[config.mk]
export PLATFORM = sky130hd
export DESIGN_NAME = water_fill_valve_controller_core
export DESIGN_NICKNAME = d
export VERILOG_FILES = /design/src/sv/wfvc_pkg.sv /design/src/sv/wfvc_cfg.sv /design/src/sv/wfvc_step.sv /design/src/sv/water_fill_valve_controller_core.sv
export SDC_FILE = /design/constraint.sdc
export NUM_CORES = 1
export LEC_CHECK = 0
export BUFFER_PORTS_ARGS = -buffer_cell sky130_fd_sc_hd__buf_2
export CAP_MARGIN = 20
export CORE_MARGIN = 2
export CORE_UTILIZATION = 40
export DETAILED_ROUTE_END_ITERATION = 8
export HOLD_SLACK_MARGIN = 0.1
export PLACE_DENSITY = 0.66
export SKIP_LAST_GASP = 1
export SYNTH_ARGS = -nofsm -noshare
export SYNTH_HDL_FRONTEND = slang
export SYNTH_SLANG_ARGS = --single-unit
[constraint.sdc]
create_clock -name clk -period 2.45 [get_ports clk]
set_clock_uncertainty 0.15 [all_clocks]
set_input_delay 0.3675 -clock clk [delete_from_list [all_inputs] [get_ports clk]]
set_output_delay 0.3675 -clock clk [all_outputs]
set_load 0.005 [all_outputs]
[src/sv/wfvc_pkg.sv]
`timescale 1ns / 1ps
// Package for the water fill valve controller: event codes, register
// layout and the structs passed between the controller modules. No dependencies.
package wfvc_pkg;

  localparam int unsigned KindW    = 3;
  localparam int unsigned PctW     = 7;
  localparam int unsigned DebW     = 16;
  localparam int unsigned AddrW    = 3;
  localparam int unsigned DataW    = 32;

  localparam logic [PctW-1:0] CutoffReset   = 7'd90;
  localparam logic [DebW-1:0] DebounceReset = 16'd100;

  // Register index taken from the word address.
  localparam logic RegCutoff   = 1'b0;
  localparam logic RegDebounce = 1'b1;

  typedef enum logic [KindW-1:0] {
    KIND_TICK       = 3'd0,
    KIND_BUTTON     = 3'd1,
    KIND_SENSOR_ON  = 3'd2,
    KIND_SENSOR_OFF = 3'd3,
    KIND_LEVEL_RDY  = 3'd4
  } kind_t;

  typedef struct packed {
    logic [PctW-1:0] cutoff_percent;
    logic [DebW-1:0] debounce_ticks;
  } cfg_t;

  typedef struct packed {
    logic valve_open;
    logic sensor_power;
    logic fill_busy;
  } result_t;

endpackage

[src/sv/wfvc_cfg.sv]
`timescale 1ns / 1ps
// Configuration register file of the fill valve controller, APB-style port.
// Depends on wfvc_pkg.
module wfvc_cfg (
  input  logic                          clk,
  input  logic                          rst,
  input  logic                          psel,
  input  logic                          penable,
  input  logic                          pwrite,
  input  logic [wfvc_pkg::AddrW-1:0]    paddr,
  input  logic [wfvc_pkg::DataW-1:0]    pwdata,
  output logic [wfvc_pkg::DataW-1:0]    prdata,
  output logic                          pready,
  output wfvc_pkg::cfg_t                cfg
);
  import wfvc_pkg::*;

  logic wr_en;

  assign pready = 1'b1;
  assign wr_en  = psel && penable && pwrite && pready;

  always_ff @(posedge clk) begin
    if (rst) begin
      cfg.cutoff_percent <= CutoffReset;
      cfg.debounce_ticks <= DebounceReset;
    end else if (wr_en) begin
      unique case (paddr[2])
        RegCutoff:   cfg.cutoff_percent <= pwdata[PctW-1:0];
        RegDebounce: cfg.debounce_ticks <= pwdata[DebW-1:0];
        default:     ;
      endcase
    end
  end

  always_comb begin
    prdata = '0;
    unique case (paddr[2])
      RegCutoff:   prdata[PctW-1:0] = cfg.cutoff_percent;
      RegDebounce: prdata[DebW-1:0] = cfg.debounce_ticks;
      default:     prdata = '0;
    endcase
  end

endmodule

[src/sv/wfvc_step.sv]
`timescale 1ns / 1ps
// Fill state machine: holds phase, stop flag, last sensor edge and settle
// counter, and computes the result of one event. Depends on wfvc_pkg.
module wfvc_step (
  input  logic                       clk,
  input  logic                       rst,
  input  logic                       en,
  input  logic [wfvc_pkg::KindW-1:0] kind,
  input  logic [wfvc_pkg::PctW-1:0]  water_percent,
  input  logic                       heater_on,
  input  wfvc_pkg::cfg_t             cfg,
  output wfvc_pkg::result_t          result
);
  import wfvc_pkg::*;

  typedef enum logic [2:0] {
    PH_INIT   = 3'd0,
    PH_IDLE   = 3'd1,
    PH_FILL   = 3'd2,
    PH_SETTLE = 3'd3
  } phase_t;

  typedef enum logic [1:0] {
    SL_UNKNOWN = 2'd0,
    SL_ON      = 2'd1,
    SL_OFF     = 2'd2
  } sensor_t;

  phase_t          phase, phase_next;
  sensor_t         sensor_last, sensor_last_next;
  logic            stop_flag, stop_flag_next;
  logic [DebW-1:0] settle_count, settle_count_next;
  logic            at_cutoff;
  logic            deb_zero;

  assign at_cutoff = water_percent >= cfg.cutoff_percent;
  assign deb_zero  = cfg.debounce_ticks == '0;

  always_comb begin
    phase_next        = phase;
    sensor_last_next  = sensor_last;
    stop_flag_next    = stop_flag;
    settle_count_next = settle_count;

    unique case (kind)
      KIND_TICK: begin
        if (phase == PH_SETTLE) begin
          if (settle_count != '0) begin
            settle_count_next = settle_count - 1'b1;
          end
          if (settle_count <= DebW'(1)) begin
            phase_next = PH_IDLE;
          end
        end
      end
      KIND_BUTTON, KIND_SENSOR_ON: begin
        if (kind == KIND_BUTTON && phase == PH_FILL) begin
          stop_flag_next = 1'b1;
        end else if (kind == KIND_BUTTON || sensor_last != SL_ON) begin
          if (kind == KIND_SENSOR_ON) begin
            sensor_last_next = SL_ON;
          end
          if (phase == PH_IDLE) begin
            stop_flag_next = 1'b0;
            if (!heater_on && !at_cutoff) begin
              phase_next = PH_FILL;
            end else if (deb_zero) begin
              // A refused start closes at once and settles like a finished fill.
              phase_next        = PH_IDLE;
              settle_count_next = '0;
            end else begin
              phase_next        = PH_SETTLE;
              settle_count_next = cfg.debounce_ticks;
            end
          end
        end
      end
      KIND_SENSOR_OFF: begin
        if (sensor_last != SL_OFF) begin
          sensor_last_next = SL_OFF;
          stop_flag_next   = 1'b1;
        end
      end
      KIND_LEVEL_RDY: begin
        if (phase == PH_INIT) begin
          phase_next = PH_IDLE;
        end
      end
      default: ;
    endcase

    // Every event, whatever its kind, ends with the stop check while filling.
    if (phase_next == PH_FILL && (stop_flag_next || at_cutoff)) begin
      if (deb_zero) begin
        phase_next        = PH_IDLE;
        settle_count_next = '0;
      end else begin
        phase_next        = PH_SETTLE;
        settle_count_next = cfg.debounce_ticks;
      end
    end

    result.valve_open   = phase_next == PH_FILL;
    result.sensor_power = phase_next == PH_IDLE || phase_next == PH_FILL;
    result.fill_busy    = phase_next == PH_FILL || phase_next == PH_SETTLE;
  end

  always_ff @(posedge clk) begin
    if (rst) begin
      phase        <= PH_INIT;
      sensor_last  <= SL_UNKNOWN;
      stop_flag    <= 1'b0;
      settle_count <= '0;
    end else if (en) begin
      phase        <= phase_next;
      sensor_last  <= sensor_last_next;
      stop_flag    <= stop_flag_next;
      settle_count <= settle_count_next;
    end
  end

endmodule

[src/sv/water_fill_valve_controller_core.sv]
`timescale 1ns / 1ps
// Tank fill valve controller, top level. Depends on wfvc_pkg, wfvc_cfg and
// wfvc_step.
//
// Usage: each input beat on the item channel (item_valid/item_stall) is one
// event (kind, water_percent, heater_on). Every event yields exactly one
// result beat on the result channel (result_valid/result_stall) carrying
// valve_open, sensor_power and fill_busy as they stand after the event.
// The block has an input register and a result register with the state
// machine between them. An accepted beat waits in the input register until
// the state machine processes it; the result register then shows its
// result. One event is taken every cycle when the receiver keeps up.
// When the receiver stalls, the result register holds its beat; one more
// event may sit in the input register, after which item_stall rises until
// the result is taken.
// The APB-style port writes cutoff_percent (address 0) and debounce_ticks
// (address 4), unchecked: users write it only with no event in flight.
// A synchronous reset empties both registers, restores the register
// defaults (cutoff 90, debounce 100) and puts the controller in the
// waiting-for-level-sensor phase.
module water_fill_valve_controller_core (
  input  logic                       clk,
  input  logic                       rst,
  input  logic                       psel,
  input  logic                       penable,
  input  logic                       pwrite,
  input  logic [wfvc_pkg::AddrW-1:0] paddr,
  input  logic [wfvc_pkg::DataW-1:0] pwdata,
  output logic [wfvc_pkg::DataW-1:0] prdata,
  output logic                       pready,
  input  logic                       item_valid,
  output logic                       item_stall,
  input  logic [wfvc_pkg::KindW-1:0] kind,
  input  logic [wfvc_pkg::PctW-1:0]  water_percent,
  input  logic                       heater_on,
  output logic                       result_valid,
  input  logic                       result_stall,
  output logic                       valve_open,
  output logic                       sensor_power,
  output logic                       fill_busy
);
  import wfvc_pkg::*;

  cfg_t            cfg;
  result_t         step_result;
  logic            in_full;
  logic [KindW-1:0] in_kind;
  logic [PctW-1:0] in_pct;
  logic            in_heat;
  logic            advance;
  logic            take_item;

  wfvc_cfg u_cfg (
    .clk     (clk),
    .rst     (rst),
    .psel    (psel),
    .penable (penable),
    .pwrite  (pwrite),
    .paddr   (paddr),
    .pwdata  (pwdata),
    .prdata  (prdata),
    .pready  (pready),
    .cfg     (cfg)
  );

  // The held event moves on when the result register is empty or being taken.
  assign advance    = in_full && (!result_valid || !result_stall);
  assign item_stall = in_full && !advance;
  assign take_item  = item_valid && !item_stall;

  always_ff @(posedge clk) begin
    if (rst) begin
      in_full <= 1'b0;
    end else if (take_item) begin
      in_full <= 1'b1;
    end else if (advance) begin
      in_full <= 1'b0;
    end
  end

  always_ff @(posedge clk) begin
    if (take_item) begin
      in_kind <= kind;
      in_pct  <= water_percent;
      in_heat <= heater_on;
    end
  end

  wfvc_step u_step (
    .clk           (clk),
    .rst           (rst),
    .en            (advance),
    .kind          (in_kind),
    .water_percent (in_pct),
    .heater_on     (in_heat),
    .cfg           (cfg),
    .result        (step_result)
  );

  always_ff @(posedge clk) begin
    if (rst) begin
      result_valid <= 1'b0;
    end else if (advance) begin
      result_valid <= 1'b1;
    end else if (!result_stall) begin
      result_valid <= 1'b0;
    end
  end

  always_ff @(posedge clk) begin
    if (advance) begin
      valve_open   <= step_result.valve_open;
      sensor_power <= step_result.sensor_power;
      fill_busy    <= step_result.fill_busy;
    end
  end

endmodule
# After elaboration in Yosys (flattened, before gate mapping)
# Index checks and enable logic that the tools add are counted.
dict set report totals {
  latchBits 0
  mem_count 0
  mem_bits_rw 0
  ff_bits 61
  elab_cells 108
  output_inout_bits 38
  romBits 0
}
dict set report classes {
  shift 0
  n_div 0
  n_mul 0
  add_sub_neg 1
  n_eq_ne 24
  bitwise 1
  n_lt_le_gt_ge 2
  reduce_logical 31
  n_mux 35
}
# op n
set ops {}
lappend ops {{$mux 16} 8}
lappend ops {{$pmux 16 s2} 1}
lappend ops {{$mux 3} 8}
lappend ops {{$eq 3x2->1 const B} 7}
lappend ops {{$le 16x1->1 const B} 1}
lappend ops {{$logic_not 16->1} 1}
lappend ops {{$reduce_bool 16->1} 1}
lappend ops {{$sub 16x1->16 const B} 1}
lappend ops {{$pmux 7 s2} 1}
lappend ops {{$ne 3x1->1 const B} 4}
lappend ops {{$mux 2} 5}
lappend ops {{$ne 2x1->1 const B} 5}
lappend ops {{$eq 3x1->1 const B} 3}
lappend ops {{$mux 9} 1}
lappend ops {{$pmux 3 s3} 1}
lappend ops {{$logic_and 1x1->1} 8}
lappend ops {{$mux 1} 8}
lappend ops {{$reduce_and 8->1} 1}
lappend ops {{$ge 7x7->1} 1}
lappend ops {{$logic_not 1->1} 6}
lappend ops {{$logic_not 3->1} 2}
lappend ops {{$ne 3x3->1 const B} 2}
lappend ops {{$reduce_and 6->1} 1}
lappend ops {{$logic_or 1x1->1} 5}
lappend ops {{9 further kinds} 12}

# Longest topological paths before layout
# Gate-level depths: netlist (run 1).
dict set report logic_depth {
  depth_word 13
  depth_mapped 11
  ltp_nobuf 10
}

# Hierarchy
# A second synthesis (run 1) with hierarchy kept.
dict set report hier_totals {
  hier_cells 388
  area_unflattened_um2 3701.0
}
# mod cells_each area_each_um2 instances
set modules_own_cells {}
lappend modules_own_cells {wfvc_step 228 1886.8 1}
lappend modules_own_cells {wfvc_cfg 136 1307.5 1}
lappend modules_own_cells {water_fill_valve_controller_core 24 506.7 1}

# Worst setup path before layout (run 1)
# No wires, ideal clock.
dict set report synth_timing {
  path_type {reg-to-reg}
  start {reg in_pct[4]}
  end {reg u_step.settle_count[11]}
  setup_ns 0.135
  synth_period_minus_slack_ns 2.676
  required_time_ns 2.165
  path_buffers 1
  slack_ns -0.226
  arrival_time_ns 2.391
  stages_incl_launch_ff 11
  cell_sequence {edfxtp_1 -> ha_1 -> a21oi_1 -> o21ai_0 -> a211oi_1 -> a21oi_1 -> a2111oi_4 -> nor2_4 -> buf_2 -> mux2i_1 -> o32ai_2}
}
dict set report synth_between {
  elab_chain_cells 12
}
# item line_no
set synth_lines {}
lappend synth_lines {{start, declared} water_fill_valve_controller_core.sv:48} ;# logic [PctW-1:0] in_pct;
lappend synth_lines {{start signal, assigned} water_fill_valve_controller_core.sv:84} ;# in_pct <= water_percent;
lappend synth_lines {{$ge 7x7->1 (*)} wfvc_step.sv:36} ;# assign at_cutoff = water_percent >= cfg.cutoff_percent;
lappend synth_lines {{$logic_not 1->1} wfvc_step.sv:65} ;# if (!heater_on && !at_cutoff) begin
lappend synth_lines {{$logic_and 1x1->1} wfvc_step.sv:65}
lappend synth_lines {{$mux 3} wfvc_step.sv:65}
lappend synth_lines {{$mux 3} wfvc_step.sv:63} ;# if (phase == PH_IDLE) begin
lappend synth_lines {{$mux 3} wfvc_step.sv:59} ;# end else if (kind == KIND_BUTTON || sensor_last != SL_ON) begin
lappend synth_lines {{$mux 3} wfvc_step.sv:57} ;# if (kind == KIND_BUTTON && phase == PH_FILL) begin
lappend synth_lines {{$pmux 3 s3} wfvc_step.sv:45} ;# unique case (kind)
lappend synth_lines {{$eq 3x2->1} wfvc_step.sv:93} ;# if (phase_next == PH_FILL && (stop_flag_next || at_cutoff)) begin
lappend synth_lines {{$logic_and 1x1->1} wfvc_step.sv:93}
lappend synth_lines {{$ne 3x3->1 (no source line), or another cell as far along} --}
lappend synth_lines {{$reduce_and 8->1 (no source line)} --}
lappend synth_lines {{end signal, assigned} wfvc_step.sv:118} ;# settle_count <= settle_count_next;
lappend synth_lines {{end, declared} wfvc_step.sv:32} ;# logic [DebW-1:0] settle_count, settle_count_next;
# Mark *: on every way between the ends. The rest lies on a longest branch, timed or not.
# A chain may end at the register's enable or synchronous reset.

# Worst setup path after layout (run 1)
dict set report layout_timing {
  start {reg in_kind[1]}
  end {reg u_step.settle_count[7]}
}
dict set report layout_between {
  elab_chain_cells 9
}
# item line_no
set layout_lines {}
lappend layout_lines {{start, declared} water_fill_valve_controller_core.sv:47} ;# logic [KindW-1:0] in_kind;
lappend layout_lines {{start signal, assigned} water_fill_valve_controller_core.sv:83} ;# in_kind <= kind;
lappend layout_lines {{$eq 3x1->1} {wfvc_step.sv:45, wfvc_step.sv:57, wfvc_step.sv:59}}
lappend layout_lines {{$logic_or 1x1->1} wfvc_step.sv:59}
lappend layout_lines {{$mux 3 / $mux 1 (equally long branches)} wfvc_step.sv:59}
lappend layout_lines {{$mux 3 / $mux 1 (equally long branches)} wfvc_step.sv:57}
lappend layout_lines {{$pmux 3 s3 / $pmux 1 s2 (equally long branches)} wfvc_step.sv:45}
lappend layout_lines {{$eq 3x2->1 / $logic_or 1x1->1 (equally long branches)} wfvc_step.sv:93}
lappend layout_lines {{$logic_and 1x1->1} wfvc_step.sv:93}
lappend layout_lines {{$ne 3x3->1 (no source line), or another cell as far along} --}
lappend layout_lines {{$reduce_and 8->1 (no source line)} --}
# Several ways; a longest one is shown, not always the timed one.

==> results of run 1 <==
-- cells in the final DEF (no fill, tap or decap), types with 9 or more instances in the layout --
cell	instances
buf_4	77
buf_2	55
nand2_1	49
dfxtp_1	45
nor2_1	23
inv_1	20
a21oi_1	20
conb_1	17
buf_6	14
edfxtp_1	14
nor3_1	13
dlygate4sd3_1	12
clkbuf_8	10
and2_1	9
o21ai_0	9
nand3_1	9
-- area by class of cell --
type | count | area [um^2] | area share, %
clock inverters | 5 | 50.05 | 0.9735
well taps | 105 | 131.4 | 2.555
inverters | 21 | 78.83 | 1.533
repair buffers | 160 | 1171 | 22.78
multi-input cells | 292 | 2205 | 42.88
clock buffers | 11 | 141.4 | 2.750
flip-flops and latches | 61 | 1364 | 26.53
-- registers in the layout (all words and copies together), names as in the netlist --
signal	flops
u_step.stop_flag	1
valve_open	1
in_pct	7
u_cfg.cfg	23
in_heat	1
fill_busy	1
u_step.phase	3
sensor_power	1
u_step.settle_count	16
result_valid	1
u_step.sensor_last	2
in_kind	3
in_full	1
-- final timing paths --
path                                         startpoint                      end  cells past startpoint
worst min-delay path                         pwdata[11]            u_cfg.cfg[11]                      3
worst min register to register  u_step.settle_count[10]  u_step.settle_count[10]                      2
worst max-delay path                         in_kind[1]   u_step.settle_count[7]                     12
worst max register to register               in_kind[1]   u_step.settle_count[7]                     12
-- power by group through the flow --
stage	Sequential (uW)	Clock, uW	Combinational, uW
final	1090	901	547
after global routing	1090	951	583
after CTS	1080	895	458
after detailed placement	1110	0	394
after global placement	1100	0	385
after floorplan	1100	0	248
-- worst reg2reg max path, delay by kind of cell, from the launching register on --
family | cells | cell delay, ns
xor+xnor | 1 | 0.22
buf+inv | 4 | 0.64
simple gates | 3 | 0.30
compound gates | 4 | 0.87
flops | 1 | 0.44
-- timing repair --
| item | 4_1_cts | 5_1_grt |
|---|---|---|
| setup endpoints to repair | 19 | 19 |
| pin swaps | 15 | 20 |
| gates resized for setup | 42 | 57 |
| gates cloned | 4 | 0 |
| buffers inserted | 10 | 8 |
| endpoints found under the hold margin | 12 | 0 |
| hold buffers | 12 | 0 |
-- logic make-up (layout without fill, tap and decap cells) --
family,Yosys count,after routing,share of synthesized area (%)
adder cells (fa/ha/maj),9,9,3.315
XOR/XNOR,1,1,0.2579
multiplexers,10,10,3.020
buffers and inverters,57,197,8.877
AND/OR/NAND/NOR,155,157,22.73
other,2,17,0.2211
AO/OA/AOI/OAI,97,98,21.51
flip-flops,61,61,40.07
-- stage by stage --
step	utilization (%)	hold WS [ns]
6_report	62.57	0.1152
2_1_floorplan	-	0.3007
5_1_grt	62.57	0.1129
3_5_place_dp	51.38	0.3297
4_1_cts	58.50	0.1042
3_3_place_gp	51.38	0.3188
-- metal layers --
layer	GRT usage [%]	share of wire, %
met5	0	0
met4	9.524	4.1
met3	5.873	8.4
met2	41.32	50
met1	27.72	38
==> Flow_metrics.wiki, run 1 <==
{| class="wikitable"
! Metric !! Value
|-
| Most used standard cell by instance count after synthesis || nand2_1
|-
| Share of flip-flops with an asynchronous set or reset || 0%
|-
| Synthesis-to-layout area growth || 51.34%
|-
| Final Routed Wirelength || 11600 um
|-
| Number of rows in the core area || 33
|-
| Required time at the worst-slack endpoint || 2.52 ns
|-
| DP Cell Count || 606
|-
| Wire length of the first global-routing pass || between 15000 and 20000 um
|-
| Synthesized instance count || 392
|-
| Run status || complete, but fails checks
|-
| Number of buffers created by CTS || 9
|-
| Cell area after synthesis || 0.003397 mm^2
|-
| CTS sink cnt || 61
|-
| Number of routed nets with antenna violations || 0
|-
| DIE WIDTH || between 90 and 100 um
|-
| Starting Density || 41.34%
|-
| Count of synthesis-stage warnings from yosys || 0
|-
| Worst setup slack before clock tree synthesis || -0.4141 ns
|-
| Failing checks || negative setup slack
|-
| Routed via count || 3727
|-
| Least setup slack across all paths after layout || -0.2828 ns
|-
| Final worst path period share || 111.5%
|-
| Static leakage || 0.002236 uW
|-
| Sw Ratio || between 20% and 30%
|-
| Detailed-route wire length per cell || between 15 and 20 um
|-
| Kind of critical path || flip-flop to flip-flop
|-
| Ordered cell list for the critical path || buf_6 > buf_6 > xor2_4 > nand3b_1 > a21boi_4 > nor3_4 > a2111oi_4 > buf_6 > buf_6 > nor3_2 > a21oi_1 > o32ai_1
|-
| Final weighted congestion in routability-driven placement || 0.8972
|-
| Top cells by count, synth || nand2_1 (52), dfxtp_1 (47), a21oi_1 (29)
|-
| Number of global-route vias before repair || 3556
|-
| Area share of the largest cell type after synthesis || between 20 and 30%
|-
| Overall die height || 96.16 um
|-
| Sw Pwr || between 700 and 800 uW
|-
| Routed via count divided by cell count || 5.690
|-
| Worst-Margin Slew || 0.6764 ns
|-
| Number of inserted diodes || 0
|-
| Clock tree from TritonCTS || done
|-
| DRC errors left || 0
|-
| IR drop worst, VDD || approximately 380 uV
|-
| Final period demand of the worst path || 2.733 ns
|-
| Kind of path behind the tightest hold check || primary input to flip-flop
|-
| Layout filler cell count || 644
|-
| Number of antenna violations at the first check in global routing || 0
|-
| Endpoint kind of the worst setup timing path || flip-flop
|-
| Cell internal power dissipation || 1796 uW
|-
| Count of buffer and inverter cells on the critical path || 4
|-
| Number of design-rule violations left by the first detailed-router iteration || around 360
|-
| Startpoint kind of the worst setup timing path || flip-flop
|-
| Number of enable flip-flop cells after synthesis || 14
|-
| Count of TritonRoute iterations in the first routing pass || 5
|-
| Pwr Total || 2534 uW
|-
| Proportion of layout cells with a drive suffix above 1 || 43.64%
|-
| Main area contributors after synthesis || dfxtp_1 (28%), edfxtp_1 (12%), nand2_1 (5.7%), a21oi_1 (4.3%), buf_4 (4.0%)
|-
| Count of max-cap constraint violations || 0
|-
| Mapped Avg Cell Area || between 8 and 9 um^2
|-
| Root Buffer Master || clkbuf_8
|-
| Highest-delay cell along the critical path || edfxtp_1
|-
| Post-synthesis cell type with the largest combined area || dfxtp_1
|-
| Detailed placer's ending HPWL || 6854 um
|-
| Hold Violations, Final || 0
|-
| Placement-stage cell area || 0.004222 mm^2
|-
| Gate power share || 21.6%
|-
| Worst-path fanout max || 6
|-
| Maximum count of clock buffers along a single path || 2
|-
| Total of flip-flops plus latches after synthesis || 61
|-
| Final number of max-transition violations || 0
|-
| IO Port Bufs || 55
|-
| Core footprint || 0.008217 mm^2
|-
| Crit-path leading delay family || compound AO/OA/AOI/OAI gates
|-
| Max-slew headroom || 54.81%
|-
| Number of unique standard cell types used by synthesis || 59
|-
| Number of nets in the layout || between 600 and 700
|-
| Fraction of power consumed by the clock network || 35.5%
|-
| Max stage delay on crit path || ~0.44 ns
|-
| Unrepaired setup endpoints after global routing || true
|-
| Proportion of power drawn by flip-flops and latches || between 40% and 50%
|-
| Maximum frequency from static timing analysis || roughly 0.37 GHz
|-
| Power density cells || roughly 490 mW/mm^2
|-
| Final-report setup violation count || 18
|-
| Post-layout instance area || 0.005141 mm^2
|-
| Synth Flop Type || dfxtp_1
|-
| Remaining global-route overflow || 0
|-
| Register-to-register setup slack || -0.28 ns
|-
| Number of top-level pins || 91
|-
| Clock-pin slew on the worst setup and hold paths || 0.07 ns
|-
| Clock latency at the later pin of the worst-skew pair || 0.34 ns
|-
| Finished Layout Cells || 655
|-
| Aggregate negative setup slack || -4.309 ns
|-
| Clock H-tree levels || 3
|-
| Die outline area || 0.009246 mm^2
|-
| Library cell appearing most often on the critical path || buf_6
|-
| Aggregate global-route resource usage || 23.71%
|-
| Portion of the post-synthesis area used by sequential elements || 40.07%
|-
| CP arrival || 2.80 ns
|-
| Largest net degree at the start of global routing || 26
|}
(Power assumes the default switching activity.)
==> inputs of run 2 (changes only) <==
- CAP_MARGIN: 20 -> default
- CORE_MARGIN: 2 -> default
- CTS_BUF_LIST: default -> sky130_fd_sc_hd__clkbuf_4 sky130_fd_sc_hd__clkbuf_8
==> run 2 against run 1 <==
Effect of this change: the flow still finishes with violations (negative setup slack); critical path depth decreased by 2; setup slack improved by 0.095 ns; flip-flop and latch count unchanged; die area decreased by 4.1%; largest power group unchanged.
==> Flow_metrics.wiki, run 2 (synthesis gave the netlist of run 1 again) <==
{| class="wikitable"
! Metric !! Value
|-
| Run status || complete, but fails checks
|-
| Failing checks || negative setup slack
|-
| Sequential cell area || 0.001364 mm^2 (unchanged)
|-
| Final Routed Wirelength || 9704 um (-16%)
|-
| Unrepaired setup endpoints after global routing || true
|-
| Clock-pin slew on the worst setup and hold paths || 0.07 ns (about the same)
|-
| Cell internal power dissipation || 1698 uW (-5.5%)
|-
| Kind of critical path || flip-flop to flip-flop
|-
| Routed via count divided by cell count || 5.261 (-7.5%)
|-
| Maximum count of clock buffers along a single path || 2 (unchanged)
|-
| Endpoint kind of the worst setup timing path || flip-flop
|-
| Overall die height || 94.16 um (-2.1%)
|-
| Number of inserted diodes || 0 (unchanged)
|-
| Count of max-cap constraint violations || 0 (unchanged)
|-
| DIE WIDTH || 94.16 um (-2.1%)
|-
| Clock latency at the later pin of the worst-skew pair || 0.34 ns (about the same)
|-
| Core footprint || 0.008217 mm^2 (unchanged)
|-
| Least setup slack across all paths after layout || -0.1877 ns (+0.09513 ns)
|-
| Final worst path period share || 107.7% (-3.9 points)
|-
| Power density cells || 498.2 mW/mm^2 (+1.1%)
|-
| DRC errors left || 0 (unchanged)
|-
| Worst-path fanout max || 8 (+2)
|-
| Number of routed nets with antenna violations || 0 (unchanged)
|-
| Final weighted congestion in routability-driven placement || 0.8763 (-2.3%)
|-
| Number of global-route vias before repair || 3174 (-11%)
|-
| Proportion of power drawn by flip-flops and latches || 45.5% (+2.6 points)
|-
| Largest net degree at the start of global routing || 37 (+42%)
|-
| Root Buffer Master || clkbuf_8
|-
| Sw Ratio || 28.86% (-0.26 points)
|-
| Fraction of power consumed by the clock network || 34.5% (-1.0 points)
|-
| Maximum frequency from static timing analysis || 0.3791 GHz (+3.6%)
|-
| Routed via count || 3351 (-10%)
|-
| Biggest register || u_cfg.cfg
|-
| Pwr Total || 2387 uW (-5.8%)
|-
| Number of rows in the core area || 33 (unchanged)
|-
| Die outline area || 0.008865 mm^2 (-4.1%)
|-
| Static leakage || 0.002073 uW (-7.3%)
|-
| Gate power share || 20.0% (-1.6 points)
|-
| Detailed placer's ending HPWL || 6628 um (-3.3%)
|-
| Depth of the worst register-to-register path || 10 (-2)
|-
| Hold Violations, Final || 0 (unchanged)
|-
| Kind of path behind the tightest hold check || primary input to flip-flop
|-
| Starting Density || 41.34% (unchanged)
|-
| Aggregate global-route resource usage || 22.55% (-1.2 points)
|-
| Placement-stage cell area || 0.004161 mm^2 (-1.4%)
|-
| Max-slew headroom || 65.63% (+11 points)
|-
| Hold path cells || 3 (unchanged)
|-
| Highest-count cells in the layout ignoring fill and taps || buf_4 (69), buf_2 (55), nand2_1 (50)
|-
| Number of antenna violations at the first check in global routing || 0 (unchanged)
|-
| Registers with the most flip-flops || u_cfg.cfg: 23 flops, u_step.settle_count: 16 flops, in_pct: 7 flops
|-
| Detailed-route wire length per cell || 15.23 um (-14%)
|-
| IR drop worst, VDD || 489.5 uV (+28%)
|-
| Worst-Margin Slew || 0.5112 ns (-0.1653 ns)
|-
| Required time at the worst-slack endpoint || 2.52 ns (about the same)
|-
| Number of nets in the layout || 589 (-3.0%)
|-
| Worst hold slack || 0.1150 ns (-0.0002010 ns)
|-
| Clock tree from TritonCTS || done
|-
| Proportion of layout cells with a drive suffix above 1 || 40.23% (-3.4 points)
|-
| Commonest non-fill, non-tap cell in the layout || buf_4
|-
| Number of design-rule violations left by the first detailed-router iteration || 193 (-46%)
|-
| Post-layout instance area || 0.004791 mm^2 (-6.8%)
|-
| Layout filler cell count || 711 (+10%)
|-
| Number of top-level pins || 91 (unchanged)
|-
| Synthesis-to-layout area growth || 41.03%
|-
| Sw Pwr || 688.8 uW (-6.7%)
|-
| Number of flip-flops in the largest register || 23 (unchanged)
|-
| CP arrival || 2.71 ns (-0.09 ns)
|-
| Startpoint kind of the worst setup timing path || flip-flop
|-
| Multi-input combinational cell area || 0.002008 mm^2 (-8.9%)
|-
| Clock H-tree levels || 3 (unchanged)
|-
| Final number of max-transition violations || 0 (unchanged)
|-
| Remaining global-route overflow || 0 (unchanged)
|-
| CTS sink cnt || 61 (unchanged)
|-
| Final-report setup violation count || 17 (-1)
|-
| Number of buffers created by CTS || 9 (unchanged)
|-
| Count of TritonRoute iterations in the first routing pass || 5 (unchanged)
|-
| IO Port Bufs || 55 (unchanged)
|-
| Wire length of the first global-routing pass || 15240 um (-9.1%)
|-
| Final period demand of the worst path || 2.638 ns (-0.09513 ns)
|}
==> run 2: repair_timing <==
item / in CTS / in global routing
gates resized for setup: 27 / 34
endpoints found under the setup margin: 17 / 19
pin swaps: 17 / 13
endpoints found under the hold margin: 12 / 0
hold buffers: 12 / 0
setup buffers: 8 / 4
==> run 2: critical path: stages (launching register included) <==
cell	delay [ns]
edfxtp_1	0.43
nand2b_1	0.18
or4_1	0.49
a21boi_2	0.22
nor3_4	0.08
a2111oi_4	0.27
buf_4	0.20
o21ai_4	0.10
buf_12	0.18
a21oi_4	0.11
o32ai_2	0.09
==> run 2: area by class of cell <==
type	count	area share, %
clock buffers	12	3.186
clock inverters	4	0.4962
inverters	21	1.645
multi-input cells	289	41.92
flip-flops and latches	61	28.47
well taps	105	2.742
repair buffers	145	21.55
==> run 2: metrics by stage <==
| stage | setup TNS, ns | utilization [%] | setup WS, ns | instances |
|---|---|---|---|---|
| 2_1_floorplan | -1.738 | - | -0.1535 | 407 |
| 3_3_place_gp | -3.679 | 50.65 | -0.2552 | 598 |
| 3_5_place_dp | -5.332 | 50.65 | -0.3625 | 598 |
| 4_1_cts | -2.581 | 56.13 | -0.1864 | 634 |
| 5_1_grt | -4.632 | 58.31 | -0.2980 | 637 |
| 6_report | -2.667 | 58.31 | -0.1877 | 637 |
==> run 2: layer usage <==
metal / GRT usage [%] / share of wire (%) / vias up
li1: - / - / 1645
met2: 36.96 / 49 / 126
met1: 28.21 / 43 / 1556
met5: 0 / 0 / -
met3: 4.126 / 5.6 / 24
met4: 11.28 / 3.1 / 0
==> run 2: power by group through the flow <==
stage,clock network (uW),registers (uW),logic (uW)
finish,823,1090,478
global route,868,1090,520
CTS,832,1080,434
detailed placement,0,1110,382
global placement,0,1100,373
floorplan,0,1100,248
==> run 2: worst paths after layout <==
path | from | end | slack, ns
hold / removal | pwdata[5] | u_cfg.cfg[5] | 0.11
setup / recovery | in_kind[2] | u_step.settle_count[8] | -0.19
hold reg to reg | u_cfg.cfg[21] | u_cfg.cfg[21] | 0.34
setup reg to reg | in_kind[2] | u_step.settle_count[8] | -0.19
==> inputs of run 3 (changes only) <==
- PLACE_DENSITY: 0.66 -> default
- clock period: 2.45 -> 2.9 ns (I/O delays scaled with it)
==> run 3 against run 2 <==
Effect of this change: the flow now finishes without violations; maximum frequency down 5.3%; sequential share of layout area up 3.6 points; largest power group unchanged; utilization down 6.7 points; setup slack better by 0.30 ns; final cell count down 7.4%; power down 18%; non-clock buffer count down 47; via count down 7.3%; die area unchanged; critical path depth up 2; global-route usage down 2.8 points; count of clock-buffer cells in the layout up 1.
==> Flow_metrics.wiki, run 3 (synthesis gave the netlist of run 1 again) <==
{| class="wikitable"
! Metric !! Value
|-
| Final period demand of the worst path || 2.785 ns (+0.1477 ns)
|-
| Proportion of power drawn by flip-flops and latches || 46.9% (+1.4 points)
|-
| Worst Hold Launch || water_percent[6]
|-
| Static leakage || 0.001824 uW (-12%)
|-
| Die outline area || 0.008865 mm^2 (unchanged)
|-
| Depth of the worst register-to-register path || 12 (+2)
|-
| Launch point of the worst reg-to-reg path || u_cfg.cfg[22]
|-
| Kind of path behind the tightest hold check || primary input to flip-flop
|-
| Final worst path period share || 96.05% (-12 points)
|-
| IR drop worst, VDD || 318.0 uV (-35%)
|-
| Max-slew headroom || 46.93% (-19 points)
|-
| Register-to-register setup slack || 0.11 ns (+0.30 ns)
|-
| Number of buffers created by CTS || 9 (unchanged)
|-
| Remaining global-route overflow || 0 (unchanged)
|-
| Aggregate negative setup slack || 0 ns (+2.667 ns)
|-
| Worst hold slack || 0.1146 ns (-0.0004230 ns)
|-
| Destination of the worst hold path || in_pct[6]
|-
| Number of antenna violations at the first check in global routing || 0 (unchanged)
|-
| Number of global-route vias before repair || 2731 (-14%)
|-
| Starting Density || 41.34% (unchanged)
|-
| Clock-pin slew on the worst setup and hold paths || 0.07 ns (about the same)
|-
| Pwr Total || 1958 uW (-18%)
|-
| Highest-count cells in the layout ignoring fill and taps || buf_2 (55), nand2_1 (52), dfxtp_1 (47)
|-
| Proportion of layout cells with a drive suffix above 1 || 28.25% (-12 points)
|-
| Core occupancy in the finished layout || 51.65% (-6.7 points)
|-
| Routed via count divided by cell count || 5.264 (about the same)
|-
| Worst-path fanout max || 7 (-1)
|-
| CTS sink cnt || 61 (unchanged)
|-
| Detailed-route wire length per cell || 14.59 um (-4.2%)
|-
| Fraction of power consumed by the clock network || 36.9% (+2.4 points)
|-
| DIE WIDTH || 94.16 um (unchanged)
|-
| DP Cell Count || 563 (-5.9%)
|-
| Core footprint || 0.008217 mm^2 (unchanged)
|-
| Sw Ratio || 27.43% (-1.4 points)
|-
| Power density cells || 461.2 mW/mm^2 (-7.4%)
|-
| Clock H-tree levels || 3 (unchanged)
|-
| Cell internal power dissipation || 1421 uW (-16%)
|-
| Commonest non-fill, non-tap cell in the layout || buf_2
|-
| Final-report setup violation count || 0 (-17)
|-
| Finished Layout Cells || 590 (-7.4%)
|-
| Hold path cells || 1 (-2)
|-
| Final Routed Wirelength || 8609 um (-11%)
|-
| Biggest register || u_cfg.cfg
|-
| Sw Pwr || 537.0 uW (-22%)
|-
| Worst-Margin Slew || 0.7931 ns (+0.2819 ns)
|-
| Number of rows in the core area || 33 (unchanged)
|-
| Final weighted congestion in routability-driven placement || 0.8689 (-0.84%)
|-
| Synthesis-to-layout area growth || 24.94%
|-
| Routed via count || 3106 (-7.3%)
|-
| Number of inserted diodes || 0 (unchanged)
|-
| Root Buffer Master || clkbuf_8
|-
| Number of routed nets with antenna violations || 0 (unchanged)
|-
| Maximum count of clock buffers along a single path || 2 (unchanged)
|-
| CP arrival || 2.85 ns (+0.14 ns)
|-
| IO Port Bufs || 55 (unchanged)
|-
| Endpoint kind of the worst setup timing path || flip-flop
|-
| Maximum frequency from static timing analysis || 0.3590 GHz (-5.3%)
|-
| Aggregate global-route resource usage || 19.76% (-2.8 points)
|-
| Wire length of the first global-routing pass || 13390 um (-12%)
|-
| Detailed placer's ending HPWL || 6180 um (-6.8%)
|-
| Number of top-level pins || 91 (unchanged)
|-
| Clock tree from TritonCTS || done
|-
| Registers with the most flip-flops || u_cfg.cfg: 23 flops, u_step.settle_count: 16 flops, in_pct: 7 flops
|-
| Overall die height || 94.16 um (unchanged)
|-
| Number of design-rule violations left by the first detailed-router iteration || 207 (+7.3%)
|-
| DRC errors left || 0 (unchanged)
|-
| Startpoint kind of the worst setup timing path || flip-flop
|-
| Clock latency at the later pin of the worst-skew pair || 0.34 ns (about the same)
|-
| Count of max-cap constraint violations || 0 (unchanged)
|-
| Number of nets in the layout || 542 (-8.0%)
|-
| Number of flip-flops in the largest register || 23 (unchanged)
|-
| Run status || complete, no violations
|-
| Count of TritonRoute iterations in the first routing pass || 4 (-1)
|-
| Gate power share || 16.2% (-3.8 points)
|-
| Largest net degree at the start of global routing || 37 (unchanged)
|-
| Final number of max-transition violations || 0 (unchanged)
|-
| Hold Violations, Final || 0 (unchanged)
|-
| Required time at the worst-slack endpoint || 2.96 ns (+0.44 ns)
|-
| Reg2Reg Capture Point || u_step.settle_count[10]
|-
| Kind of critical path || flip-flop to flip-flop
|}
## run 3: cell count changes in the layout (fill, tap and decap cells not counted), moves of 6 or more
cell	change
a21oi_1	+8
a21oi_2	-7
buf_4	-37
buf_6	-7
o21ai_0	+7
o21ai_1	-6
## run 3: what timing repair did
action,in CTS,in global routing
endpoints found under the hold margin,0,8
gates resized for setup,2,9
hold buffers,0,8
endpoints found under the setup margin,15,14
pin swaps,0,5
cloned,0,0
setup buffers,0,3
## run 3: worst max-delay path, cell delays in order, from the launching register on
cell       delay, ns
dfxtp_1         0.31
inv_1           0.07
ha_1            0.31
a21oi_1         0.16
o21ai_1         0.12
a211oi_2        0.37
o21ai_2         0.13
a2111oi_4       0.33
buf_4           0.18
o21ai_4         0.10
buf_4           0.21
a21oi_1         0.13
o32ai_1         0.09
## run 3: worst max-delay path by stage
stage / startpoint / to / slack, ns / cells past startpoint
6_report: u_cfg.cfg[22] / u_step.settle_count[10] / 0.11 / 12
5_1_grt: u_cfg.cfg[18] / u_step.settle_count[5] / -0.007 / 11
4_1_cts: u_cfg.cfg[18] / u_step.settle_count[4] / 0.02 / 11
3_5_place_dp: u_cfg.cfg[18] / u_step.settle_count[4] / -0.07 / 11
3_3_place_gp: u_cfg.cfg[18] / u_step.settle_count[3] / -0.03 / 11
2_1_floorplan: in_pct[4] / u_step.settle_count[11] / 0.22 / 10
## run 3: final cells by class
| cell class | instances | area, um^2 |
|---|---|---|
| Clock buffer | 13 | 172.7 |
| Sequential cell | 61 | 1361 |
| Timing Repair Buffer | 98 | 655.6 |
| Tap cell | 105 | 131.4 |
| Inverter | 21 | 78.83 |
| Multi-Input combinational cell | 289 | 1824 |
| Fill cell | 772 | 3973 |
| Clock inverter | 3 | 20.02 |
## run 3: metal layers
| layer | wire length, um | up-vias | global-route usage, % |
|---|---|---|---|
| met5 | 0 | - | 0 |
| met3 | 328 | 12 | 4.207 |
| met4 | 113 | 0 | 5.897 |
| li1 | - | 1552 | - |
| met2 | 4147 | 81 | 32.31 |
| met1 | 4018 | 1461 | 25.93 |
## run 3: stage by stage
stage	setup slack, ns	cell area, um^2
after floorplan	0.2240	3453
after global placement	-0.02785	3902
after detailed placement	-0.07415	3902
after CTS	0.01610	4100
after global routing	-0.007340	4244
final	0.1146	4244
## run 3: power groups by stage
stage | clock (uW) | sequential, uW | combinational (uW)
detailed placement | 0 | 937 | 290
global route | 782 | 921 | 347
CTS | 740 | 918 | 292
finish | 723 | 918 | 317
floorplan | 0 | 932 | 207
global placement | 0 | 936 | 285
